$ cat src/rtl/core/ast_pkg.sv
`default_nettype none

package ast_pkg;

  localparam int NUM_BANKS_DEF   = 64;
  localparam int NUM_THREADS_DEF = 16;

  localparam int MODE_W  = 2;
  localparam int BANK_W  = 6;
  localparam int TID_W   = 4;
  localparam int SUM_W   = 32;
  localparam int CNT_W   = 7;
  localparam int PHASE_W = 24;

  localparam int MODE_ACT_BIT = 0;
  localparam int MODE_PRE_BIT = 1;

  localparam logic [CNT_W-1:0]   CNT_MAX      = {CNT_W{1'b1}};
  localparam logic [SUM_W-1:0]   SUM_MAX      = {SUM_W{1'b1}};
  localparam logic [PHASE_W-1:0] QLEN_RESET   = 24'd10000000;
  localparam int                 QUEUE_DEPTH  = 2;

  typedef struct packed {
    logic              act;
    logic              pre;
    logic [BANK_W-1:0] bank;
    logic [TID_W-1:0]  tid;
  } cmd_t;

endpackage

`default_nettype wire

$ cat src/rtl/core/attained_service_tracker_unit.sv
`default_nettype none

// Attained-service tracker. Each request on the command channel is one
// controller tick: start with mode, bank and thread_id is taken when busy is
// low. Busy rises only when the two-entry request queue is full.
// Every tick adds each thread's owned-bank count to its service sum and then
// applies the activate and precharge of the request to bank ownership.
// When the tick count reaches the configured quantum length, the sums of all
// NUM_THREADS threads are reported in thread order, one per cycle with strobe
// high, the final one with last high, and the sums are cleared.
// A tick runs through the queue and a back end (owner memory read, then
// update), so one request per cycle is sustained while no report holds it.
// A quantum end that arrives while a report still drains waits for it, so
// ticks stall and busy rises once the queue is full. The request that ends
// the quantum loads the report buffer, whose head is registered to the ports.
// The receiver cannot stall; every strobe is one accepted result.
// The quantum length is written through cfg_valid, cfg_ready and cfg_data;
// cfg_ready is always high. Reset clears ownership, counts, sums and the
// tick count, and sets the quantum length to 10000000.
module attained_service_tracker_unit #(
  parameter int NUM_BANKS   = ast_pkg::NUM_BANKS_DEF,
  parameter int NUM_THREADS = ast_pkg::NUM_THREADS_DEF
) (
  input  wire logic                        clk,
  input  wire logic                        rst,
  input  wire logic                        start,
  output logic                             busy,
  input  wire logic [ast_pkg::MODE_W-1:0]  mode,
  input  wire logic [ast_pkg::BANK_W-1:0]  bank,
  input  wire logic [ast_pkg::TID_W-1:0]   thread_id,
  input  wire logic                        cfg_valid,
  output logic                             cfg_ready,
  input  wire logic [ast_pkg::PHASE_W-1:0] cfg_data,
  output logic                             strobe,
  output logic      [ast_pkg::TID_W-1:0]   report_thread,
  output logic      [ast_pkg::SUM_W-1:0]   attained_service,
  output logic                             last
);

  import ast_pkg::*;

  logic [PHASE_W-1:0] quantum_ticks;
  logic               q_valid;
  cmd_t               q_cmd;
  logic               q_pop;
  logic               rep_busy;
  logic               rep_load;
  logic [SUM_W-1:0]   snap [NUM_THREADS];

  assign cfg_ready = 1'b1;

  always_ff @(posedge clk) begin
    if (rst) begin
      quantum_ticks <= QLEN_RESET;
    end else if (cfg_valid && cfg_ready) begin
      quantum_ticks <= cfg_data;
    end
  end

  ast_front #(
    .NUM_BANKS   (NUM_BANKS),
    .NUM_THREADS (NUM_THREADS)
  ) u_front (
    .clk       (clk),
    .rst       (rst),
    .start     (start),
    .busy      (busy),
    .mode      (mode),
    .bank      (bank),
    .thread_id (thread_id),
    .q_valid   (q_valid),
    .q_cmd     (q_cmd),
    .q_pop     (q_pop)
  );

  ast_back #(
    .NUM_BANKS   (NUM_BANKS),
    .NUM_THREADS (NUM_THREADS)
  ) u_back (
    .clk      (clk),
    .rst      (rst),
    .qlen     (quantum_ticks),
    .q_valid  (q_valid),
    .q_cmd    (q_cmd),
    .q_pop    (q_pop),
    .rep_busy (rep_busy),
    .rep_load (rep_load),
    .snap     (snap)
  );

  ast_report #(
    .NUM_THREADS (NUM_THREADS)
  ) u_report (
    .clk              (clk),
    .rst              (rst),
    .load             (rep_load),
    .snap             (snap),
    .rep_busy         (rep_busy),
    .strobe           (strobe),
    .report_thread    (report_thread),
    .attained_service (attained_service),
    .last             (last)
  );

endmodule

`default_nettype wire

$ cat src/rtl/core/ast_ram.sv
`default_nettype none

module ast_ram #(
  parameter int WIDTH = 8,
  parameter int DEPTH = 64,
  parameter int AW    = (DEPTH > 1) ? $clog2(DEPTH) : 1
) (
  input  wire logic             clk,
  input  wire logic             we,
  input  wire logic [AW-1:0]    waddr,
  input  wire logic [WIDTH-1:0] wdata,
  input  wire logic [AW-1:0]    raddr,
  output logic      [WIDTH-1:0] rdata
);

  logic [WIDTH-1:0] mem [DEPTH];

  always_ff @(posedge clk) begin
    if (we) begin
      mem[waddr] <= wdata;
    end
    rdata <= mem[raddr];
  end

endmodule

`default_nettype wire

$ cat src/rtl/core/ast_front.sv
`default_nettype none

module ast_front #(
  parameter int NUM_BANKS   = ast_pkg::NUM_BANKS_DEF,
  parameter int NUM_THREADS = ast_pkg::NUM_THREADS_DEF
) (
  input  wire logic                       clk,
  input  wire logic                       rst,
  input  wire logic                       start,
  output logic                            busy,
  input  wire logic [ast_pkg::MODE_W-1:0] mode,
  input  wire logic [ast_pkg::BANK_W-1:0] bank,
  input  wire logic [ast_pkg::TID_W-1:0]  thread_id,
  output logic                            q_valid,
  output ast_pkg::cmd_t                   q_cmd,
  input  wire logic                       q_pop
);

  import ast_pkg::*;

  localparam int QPW = (QUEUE_DEPTH > 1) ? $clog2(QUEUE_DEPTH) : 1;
  localparam int QCW = $clog2(QUEUE_DEPTH + 1);

  cmd_t           slots [QUEUE_DEPTH];
  logic [QPW-1:0] wr_ptr;
  logic [QPW-1:0] rd_ptr;
  logic [QCW-1:0] count;
  logic           push;
  logic           pop;
  logic           bank_ok;
  logic           tid_ok;
  cmd_t           cmd_in;

  assign busy    = (count == QCW'(QUEUE_DEPTH));
  assign push    = start && !busy;
  assign q_valid = (count != '0);
  assign pop     = q_pop && q_valid;
  assign q_cmd   = slots[rd_ptr];

  assign bank_ok = (32'(bank) < NUM_BANKS);
  assign tid_ok  = (32'(thread_id) < NUM_THREADS);

  always_comb begin
    cmd_in.act  = mode[MODE_ACT_BIT] && bank_ok && tid_ok;
    cmd_in.pre  = mode[MODE_PRE_BIT] && bank_ok;
    cmd_in.bank = bank;
    cmd_in.tid  = thread_id;
  end

  always_ff @(posedge clk) begin
    if (push) begin
      slots[wr_ptr] <= cmd_in;
    end
  end

  always_ff @(posedge clk) begin
    if (rst) begin
      wr_ptr <= '0;
      rd_ptr <= '0;
      count  <= '0;
    end else begin
      if (push) begin
        wr_ptr <= (wr_ptr == QPW'(QUEUE_DEPTH - 1)) ? '0 : wr_ptr + 1'b1;
      end
      if (pop) begin
        rd_ptr <= (rd_ptr == QPW'(QUEUE_DEPTH - 1)) ? '0 : rd_ptr + 1'b1;
      end
      case ({push, pop})
        2'b10:   count <= count + 1'b1;
        2'b01:   count <= count - 1'b1;
        default: count <= count;
      endcase
    end
  end

  assert property (@(posedge clk) disable iff (rst)
    (push && !pop) |=> (count != '0))
    else $error("Queue lost a request.");

endmodule

`default_nettype wire

$ cat src/rtl/core/ast_back.sv
`default_nettype none

module ast_back #(
  parameter int NUM_BANKS   = ast_pkg::NUM_BANKS_DEF,
  parameter int NUM_THREADS = ast_pkg::NUM_THREADS_DEF
) (
  input  wire logic                        clk,
  input  wire logic                        rst,
  input  wire logic [ast_pkg::PHASE_W-1:0] qlen,
  input  wire logic                        q_valid,
  input  wire ast_pkg::cmd_t               q_cmd,
  output logic                             q_pop,
  input  wire logic                        rep_busy,
  output logic                             rep_load,
  output logic      [ast_pkg::SUM_W-1:0]   snap [NUM_THREADS]
);

  import ast_pkg::*;

  localparam int BANK_AW = (NUM_BANKS > 1) ? $clog2(NUM_BANKS) : 1;

  logic               b_valid;
  cmd_t               b_cmd;
  logic               b_done;
  logic               stall;
  logic [BANK_AW-1:0] b_addr;
  logic [BANK_AW-1:0] raddr;
  logic [TID_W-1:0]   rdata;
  logic               wen;
  logic               fwd;
  logic [TID_W-1:0]   fwd_data;
  logic [TID_W-1:0]   own_old;
  logic               old_v;
  logic               new_v;
  logic [TID_W-1:0]   own_new;
  logic               owner_valid [NUM_BANKS];
  logic [CNT_W-1:0]   active [NUM_THREADS];
  logic [CNT_W-1:0]   active_next [NUM_THREADS];
  logic [SUM_W-1:0]   sums [NUM_THREADS];
  logic [SUM_W-1:0]   grown [NUM_THREADS];
  logic [PHASE_W-1:0] phase;
  logic [PHASE_W-1:0] phase_inc;
  logic               report_now;

  assign phase_inc  = phase + 1'b1;
  assign report_now = (phase_inc >= qlen);
  assign stall      = b_valid && report_now && rep_busy;
  assign b_done     = b_valid && !stall;
  assign q_pop      = q_valid && (!b_valid || b_done);
  assign rep_load   = b_done && report_now;

  assign b_addr = BANK_AW'(b_cmd.bank);
  assign raddr  = q_pop ? BANK_AW'(q_cmd.bank) : b_addr;
  assign wen    = b_done && b_cmd.act;

  ast_ram #(
    .WIDTH (TID_W),
    .DEPTH (NUM_BANKS)
  ) u_owner_ram (
    .clk   (clk),
    .we    (wen),
    .waddr (b_addr),
    .wdata (b_cmd.tid),
    .raddr (raddr),
    .rdata (rdata)
  );

  assign own_old = fwd ? fwd_data : rdata;
  assign old_v   = (b_cmd.act || b_cmd.pre) && owner_valid[b_addr];
  assign new_v   = b_cmd.act || old_v;
  assign own_new = b_cmd.act ? b_cmd.tid : own_old;

  // Each thread's count replays the model order: old owner loses, new owner
  // gains, then a precharge takes the bank from whoever holds it.
  always_comb begin
    logic [CNT_W-1:0]   c1;
    logic [CNT_W-1:0]   c2;
    logic [SUM_W:0]     wide;
    for (int t = 0; t < NUM_THREADS; t++) begin
      c1 = active[t];
      if (b_cmd.act && old_v && (int'(own_old) == t) && (c1 != '0)) begin
        c1 = c1 - 1'b1;
      end
      c2 = c1;
      if (b_cmd.act && (int'(b_cmd.tid) == t) && (c2 != CNT_MAX)) begin
        c2 = c2 + 1'b1;
      end
      if (b_cmd.pre && new_v && (int'(own_new) == t) && (c2 != '0)) begin
        c2 = c2 - 1'b1;
      end
      active_next[t] = c2;
      wide = {1'b0, sums[t]} + (SUM_W + 1)'(active[t]);
      grown[t] = wide[SUM_W] ? SUM_MAX : wide[SUM_W-1:0];
      snap[t]  = grown[t];
    end
  end

  always_ff @(posedge clk) begin
    if (q_pop) begin
      b_cmd <= q_cmd;
    end
    fwd_data <= b_cmd.tid;
  end

  always_ff @(posedge clk) begin
    if (rst) begin
      b_valid <= 1'b0;
      fwd     <= 1'b0;
      phase   <= '0;
      for (int i = 0; i < NUM_BANKS; i++) begin
        owner_valid[i] <= 1'b0;
      end
      for (int t = 0; t < NUM_THREADS; t++) begin
        active[t] <= '0;
        sums[t]   <= '0;
      end
    end else begin
      fwd <= wen && (raddr == b_addr);
      if (q_pop) begin
        b_valid <= 1'b1;
      end else if (b_done) begin
        b_valid <= 1'b0;
      end
      if (b_done) begin
        phase <= report_now ? '0 : phase_inc;
        if (b_cmd.act || b_cmd.pre) begin
          owner_valid[b_addr] <= new_v && !b_cmd.pre;
        end
        for (int t = 0; t < NUM_THREADS; t++) begin
          active[t] <= active_next[t];
          sums[t]   <= report_now ? '0 : grown[t];
        end
      end
    end
  end

  assert property (@(posedge clk) disable iff (rst)
    (b_valid && !b_done) |-> (rep_busy && report_now))
    else $error("Tick held back without a pending report.");

  assert property (@(posedge clk) disable iff (rst)
    rep_load |-> !rep_busy)
    else $error("Report started while the previous one drains.");

endmodule

`default_nettype wire

$ cat src/rtl/core/ast_report.sv
`default_nettype none

module ast_report #(
  parameter int NUM_THREADS = ast_pkg::NUM_THREADS_DEF
) (
  input  wire logic                      clk,
  input  wire logic                      rst,
  input  wire logic                      load,
  input  wire logic [ast_pkg::SUM_W-1:0] snap [NUM_THREADS],
  output logic                           rep_busy,
  output logic                           strobe,
  output logic      [ast_pkg::TID_W-1:0] report_thread,
  output logic      [ast_pkg::SUM_W-1:0] attained_service,
  output logic                           last
);

  import ast_pkg::*;

  localparam int IW = (NUM_THREADS > 1) ? $clog2(NUM_THREADS) : 1;

  logic [SUM_W-1:0] buffer [NUM_THREADS];
  logic [IW-1:0]    idx;
  logic             active;
  logic             at_end;

  assign rep_busy = active;
  assign at_end   = (idx == IW'(NUM_THREADS - 1));

  always_ff @(posedge clk) begin
    if (load) begin
      for (int t = 0; t < NUM_THREADS; t++) begin
        buffer[t] <= snap[t];
      end
    end else if (active) begin
      for (int t = 0; t < NUM_THREADS - 1; t++) begin
        buffer[t] <= buffer[t + 1];
      end
    end
    report_thread    <= TID_W'(idx);
    attained_service <= buffer[0];
    last             <= at_end;
  end

  always_ff @(posedge clk) begin
    if (rst) begin
      active <= 1'b0;
      idx    <= '0;
      strobe <= 1'b0;
    end else begin
      strobe <= active;
      if (load) begin
        active <= 1'b1;
        idx    <= '0;
      end else if (active) begin
        if (at_end) begin
          active <= 1'b0;
        end
        idx <= idx + 1'b1;
      end
    end
  end

  assert property (@(posedge clk) disable iff (rst)
    load |=> rep_busy)
    else $error("Report did not start after load.");

  assert property (@(posedge clk) disable iff (rst)
    (strobe && !last) |=> strobe)
    else $error("Report stream broke before its last entry.");

  assert property (@(posedge clk) disable iff (rst)
    (strobe && last) |=> !strobe)
    else $error("Report continued past its last entry.");

endmodule

`default_nettype wire
$ cat config.mk
export PLATFORM = sky130hd
export DESIGN_NAME = attained_service_tracker_unit
export DESIGN_NICKNAME = d
export VERILOG_FILES = /design/src/rtl/core/ast_pkg.sv /design/src/rtl/core/attained_service_tracker_unit.sv /design/src/rtl/core/ast_ram.sv /design/src/rtl/core/ast_front.sv /design/src/rtl/core/ast_back.sv /design/src/rtl/core/ast_report.sv
export SDC_FILE = /design/constraint.sdc
export NUM_CORES = 2
export LEC_CHECK = 0
export BUFFER_PORTS_ARGS = -buffer_cell sky130_fd_sc_hd__clkbuf_2
export CORE_MARGIN = 2
export CORE_UTILIZATION = 40
export CTS_BUF_LIST = sky130_fd_sc_hd__clkbuf_8
export CTS_CLUSTER_DIAMETER = 150
export DETAILED_ROUTE_END_ITERATION = 10
export PLACE_DENSITY = 0.59
export SKIP_CTS_REPAIR_TIMING = 1
export SLEW_MARGIN = 20
export SYNTH_ARGS = -nofsm -noshare
export SYNTH_HDL_FRONTEND = slang
export SYNTH_SLANG_ARGS = --single-unit
$ cat constraint.sdc
create_clock -name clk -period 15.3 [get_ports clk]
set_clock_uncertainty 0.15 [all_clocks]
set_input_delay 3.06 -clock clk [delete_from_list [all_inputs] [get_ports clk]]
set_output_delay 3.06 -clock clk [all_outputs]
set_load 0.05 [all_outputs]
**Yosys cells after proc, flatten, opt, wreduce, memory -nomap -nowiden**

Memories as Yosys holds them, arrays and structs flattened. A register that Yosys moved wholly into a read port is not among the register bits.
Index checks and enable logic that the tools add are counted.

- Flip-flop bits (word level): 81
- Bits in writable memories: 1,480
- Output and inout port bits: 40
- Logic and storage cells: 526
- Memories: 6

Memory list:

| name | depth | bits a word | read ports | clocked after Yosys merged registers in | wr ports | RTL line | source |
|---|---|---|---|---|---|---|---|
| u_back.sums | 16 | 32 | 16 | 0 | 16 | ast_back.sv:39 | `logic [SUM_W-1:0] sums [NUM_THREADS];` |
| u_report.buffer | 16 | 32 | 16 | 1 | 16 | ast_report.sv:21 | `logic [SUM_W-1:0] buffer [NUM_THREADS];` |
| u_back.u_owner_ram.mem | 64 | 4 | 1 | 1 | 1 | ast_ram.sv:16 | `logic [WIDTH-1:0] mem [DEPTH];` |
| u_back.active | 16 | 7 | 16 | 0 | 16 | ast_back.sv:37 | `logic [CNT_W-1:0] active [NUM_THREADS];` |
| u_back.owner_valid | 64 | 1 | 1 | 1 | 64 | ast_back.sv:36 | `logic owner_valid [NUM_BANKS];` |
| u_front.slots | 2 | 12 | 1 | 1 | 1 | ast_front.sv:24 | `cmd_t slots [QUEUE_DEPTH];` |

- Add/subtract/negate cells: 70
- $lt $le $gt $ge: 1
- Equal/unequal tests: 66
- Mux-type cells: 163
- Bitwise operators: 47
- Reduce and logical (&&, ||, !) cells: 156

Operator list:

| cell | count |
|---|---|
| $mux W32 | 63 |
| $add A32 B7 Y33 | 16 |
| $mux W7 | 64 |
| $reduce_bool A7 Y1 | 32 |
| $sub A7 B1 Y7 const B | 32 |
| $add A7 B1 Y7 const B | 16 |
| $ne A7 B7 Y1 const B | 16 |
| $logic_and A1 B1 Y1 | 109 |
| $eq A4 B4 Y1 const B | 25 |
| $eq A4 B3 Y1 const B | 12 |
| $or A1 B1 Y1 | 47 |
| $mux W1 | 29 |
| $add A24 B1 Y24 const B | 1 |
| $eq A4 B2 Y1 const B | 6 |
| $ge A24 B24 Y1 | 1 |
| $mux W24 | 1 |
| $mux W6 | 3 |
| $eq A4 B1 Y1 const B | 3 |
| $logic_not A4 Y1 | 3 |
| $mux W4 | 2 |
| $eq A6 B6 Y1 | 1 |
| $reduce_bool A2 Y1 | 3 |
| $add A4 B1 Y4 const B | 1 |
| $eq A2 B2 Y1 const B | 2 |
| other kinds (9) | 15 |

**Longest topological paths before layout**

- Depth after elaboration: 13
- Depth in mapped cells: 25
- Depth with buffers taken out: 21

**Hierarchy**

From an unflattened synthesis, not the netlist that was laid out.

- Cells, all modules: 7,626
- Area, all modules: 89,344.4 µm²

By module, submodules not included:

| module | instances | cells an instance | area each (µm²) |
|---|---|---|---|
| ast_back | 1 | 5,853 | 53,263.6 |
| ast_report | 1 | 1,110 | 23,692.7 |
| ast_ram | 1 | 521 | 10,407.5 |
| ast_front | 1 | 63 | 1,087.3 |
| attained_service_tracker_unit | 1 | 79 | 893.4 |

**Worst setup path after synthesis**

Ideal clock, no wire load.

- Path kind: input -> register
- Start: input port rst
- End: memory u_back.active[0][0] (enable)
- Setup time: 0.968 ns
- Arrival: 15.175 ns
- Data required time: 14.182 ns
- Slack: -0.993 ns
- Stages on the path: 2
- Path through: a21oi_1 -> inv_1

RTL lines:

| element | RTL line | source |
|---|---|---|
| start, declared | attained_service_tracker_unit.sv:25 | `input wire logic rst,` |
| end, declared | ast_back.sv:37 |  |

**Worst setup path in the final report**

- Start: register u_back.phase[2]
- End: register u_back.u_owner_ram.rdata[3], read port of u_back.u_owner_ram.mem

- Longest elaborated chain between the ends: 9

Ends and longest elaborated chain:

| element | RTL line | source |
|---|---|---|
| start, declared | ast_back.sv:41 | `logic [PHASE_W-1:0] phase;` |
| start signal, assigned | ast_back.sv:125 | `phase <= report_now ? '0 : phase_inc;` |
| $add A24 B1 Y24 | ast_back.sv:45 | `assign phase_inc = phase + 1'b1;` |
| $ge A24 B24 Y1 | ast_back.sv:46 | `assign report_now = (phase_inc >= qlen);` |
| $logic_and A1 B1 Y1 (2 in a row) | ast_back.sv:47 | `assign stall = b_valid && report_now && rep_busy;` |
| $logic_not A1 Y1 | ast_back.sv:48 | `assign b_done = b_valid && !stall;` |
| $logic_and A1 B1 Y1 | ast_back.sv:48 |  |
| $logic_or A1 B1 Y1 | ast_back.sv:49 | `assign q_pop = q_valid && (!b_valid \|\| b_done);` |
| $logic_and A1 B1 Y1 | ast_back.sv:49 |  |
| $mux W6 | ast_back.sv:53 | `assign raddr = q_pop ? BANK_AW'(q_cmd.bank) : b_addr;` |
| end, declared | ast_ram.sv:13 | `output logic [WIDTH-1:0] rdata` |

Every way passes these cells.
A chain may end at the register's enable or synchronous reset.

==> results.yml <==
place:
  place_hpwl_um: 140900
  port_buffers: 78
  gp_congestion: 0.8536
  dp_worst_setup_slack_ps: 7836
  place_area_um2: 89110
  placed_cells: 10770
synth:
  synth_flop_cell: "edfxtp_1"
  ys_ff_latch: 1604
  synth-edff-count: 1492
  yosysSeqAreaShare: 0.5462
  syn_nets: 8460
  synth.distinct_cells: 117
  avgSynthCellArea_um2: 10.52
  ys_async_sr_fraction: 0
  yosys_warnings: 0
  syn_inst: 8185
  syn_area_um2: 86130
clocking:
  cts-root-buf: "clkbuf_8"
  cts_buffers: 302
  cts_tree: "built"
  clock_sinks: 1604
  cts_max_level: 5
  clock_latency_ps: 1040
  clk_pin_slew_ps: 60
  clock_path_buffers: 4
critical_path:
  critPathRequiredTime_ps: 16090
  critPathLaunchType: "flip-flop"
  cp.arrival_ps: 8210
  criticalPathCategory: "flip-flop to flip-flop"
  path_max_fanout: 81
  endpoint_kind: "flip-flop"
job:
  cap_violations: 0
floorplanning:
  std_cell_rows: 170
  core_area_um2: 214400
  die_h_um: 468.0
  ios: 80
  die-area_um2: 219000
  die_w_um: 468.0
  start_util: 0.4017
timing:
  drv_slew: 0
  setup_violations: 0
  fmax_mhz: 134.8
  worstMarginPinSlew_ps: 1092
  finalHoldViolations: 0
  slew_headroom: 0.2720
  finalWorstSetupSlack_ps: 7884
  min_period_over_period: 0.4847
  min_period_ps: 7416
  rsz0062_at_grt: "false"
  finalSetupTns_ps: 0
layout:
  fin_cells: 11280
  seqCellArea_um2: 47050
  nNetsFinal: 8507
  nFillCells: 20160
  post-route-cell-area_um2: 94730
  multi_input_area_um2: 36560
  mostFrequentLayoutCell: "edfxtp_1"
  final_cell_mix: "edfxtp_1 (1492), nor2_1 (1231), nand2_1 (767), a21oi_1 (521), o21ai_0 (394)"
  drive_gt1_frac: 0.08735
  area_growth_pct: 9.983
pwr:
  p_leak_nw: 33.87
  power_density_nw_per_um2: 150.0
  ir_drop_mv: 0.1316
  p_total_mw: 14.21
grt:
  antenna_found_initial: 11
  grtUsageTotal: 0.1914
  first_global_vias: 61010
  overflow: 0
  grt_start_max_net_pins: 175
  grt_pass1_wl_um: 337500
route:
  ant_nets: 0
  drc: 0
  viasPerCell: 5.514
  vias: 62200
  wl_per_cell_um: 18.97
  first_pass_iters: 6
  wl_um: 214000
  drt_iter0_drc: 5511
run_status:
  status: "finished, final reports clean"
worst_hold_path:
  hold_class: "flip-flop to flip-flop"
[where the power goes]
| group | total (mW) | leakage (nW) | internal (mW) | switching [mW] |
|---|---|---|---|---|
| Combinational | 4.22 | 15.3 | 1.48 | 2.74 |
| Clock | 3.99 | 3.15 | 2.16 | 1.83 |
| Sequential | 6.00 | 15.4 | 5.50 | 0.494 |
[through the flow]
stage	util	hold WS, ps
after floorplan	-	173.3
after global placement	0.4155	173.7
after detailed placement	0.4156	177.9
after CTS	0.4416	185.5
after global routing	0.4418	192.0
final	0.4418	182.7
[area by class of cell]
class | count | area share
inverter | 254 | 0.01022
clock buffer | 327 | 0.04751
multi-input combinational | 5917 | 0.3860
tap | 2838 | 0.03749
clock inverter | 182 | 0.01145
timing repair buffer | 153 | 0.01049
antenna | 6 | 0.0001585
sequential | 1604 | 0.4967
[logic make-up (layout without fill, tap and decap cells)]
group	after synthesis	count (layout)	synth area share
adders and majority gates	235	235	0.03553
AOI/OAI and AO/OA	1690	1690	0.1231
muxes	245	245	0.03350
other	1	7	0.00004354
and+or+nand+nor	3101	3101	0.1651
xor gates and xnor gates	645	645	0.06585
buffers and inverters	664	916	0.03061
DFF	1604	1604	0.5462
[cell usage after synthesis, drive strengths merged, types with 13 or more instances]
library cell     n  area share
edfxtp        1492        0.52
fa              16      0.0037
a21oi          526       0.031
nor2          1233       0.054
and3           133      0.0097
o21bai          17      0.0015
nor4            39      0.0034
o21a            50      0.0044
a22oi           29      0.0025
a22o            23      0.0023
a31oi          251       0.018
and4            34      0.0035
a21boi          36      0.0032
nand4b          16      0.0016
a21o            52      0.0045
a211oi          39      0.0040
or2             34      0.0025
a41oi           14      0.0018
and2            76      0.0055
mux2            43      0.0056
xnor2          379       0.039
nand4          114      0.0083
inv            250       0.011
buf             68      0.0046
mux2i          172       0.020
mux4            30      0.0078
o2111ai         39      0.0044
nand2          769       0.034
a2111oi         13      0.0021
dfxtp          112       0.026
a32oi           28      0.0028
nand3b          20      0.0017
nor2b           47      0.0034
or4             13      0.0012
ha             219       0.032
o211ai          48      0.0045
nor3           134      0.0080
nor3b           17      0.0015
nand2b          59      0.0043
xor2           265       0.027
nand3          286       0.017
clkbuf         342       0.015
o31ai           24      0.0021
or3             48      0.0035
o21ai          417       0.025
[sequential cells by signal (all words and copies together), names as in the netlist, 2 cells and up, named ones only]
signal,count
u_back.owner_valid,64
quantum_ticks,24
u_back.b_cmd,6
u_back.fwd_data,4
u_back.u_owner_ram.rdata,4
u_back.b_addr,6
u_back.phase,24
u_front.count,2
u_report.report_thread,4
u_back.u_owner_ram.mem,256
u_back.sums,512
u_report.attained_service,32
u_back.active,112
u_report.buffer,512
u_front.slots,24
u_report.idx,4
[worst max-delay path: stages, from the launching register on]
cell and delay, ps:
dfxtp_1 390, and3_1 210, and3_1 220, nand2_1 100, nor2_1 360, and3_1 240
xor2_1 190, ha_1 280, a21o_1 170, a21o_1 200, nor4b_1 310, o31ai_1 220
a21oi_4 150, buf_4 420, mux2i_4 290, buf_4 660, clkinv_2 860, buf_4 600
mux4_2 520, a22oi_1 250, nand3_1 160, and4_1 210
[routing by layer]
layer	up-vias	wire [um]	GRT usage
met2	1651	100200	0.3115
met1	30170	96460	0.2607
met4	10	5590	0.05875
met3	399	11660	0.03234
met5	-	54	0
li1	29970	-	-
[path summary, 6_finish.rpt]
kind	startpoint	endpoint	slack, ps	cells after the start
max reg2reg	u_back.phase[2]	u_back.u_owner_ram.rdata[3]	7880	21
max	u_back.phase[2]	u_back.u_owner_ram.rdata[3]	7880	21
min reg2reg	u_report.buffer[0][24]	u_report.attained_service[24]	180	0
min	u_report.buffer[0][24]	u_report.attained_service[24]	180	0
No activity file was read; power rests on OpenSTA's default activity.
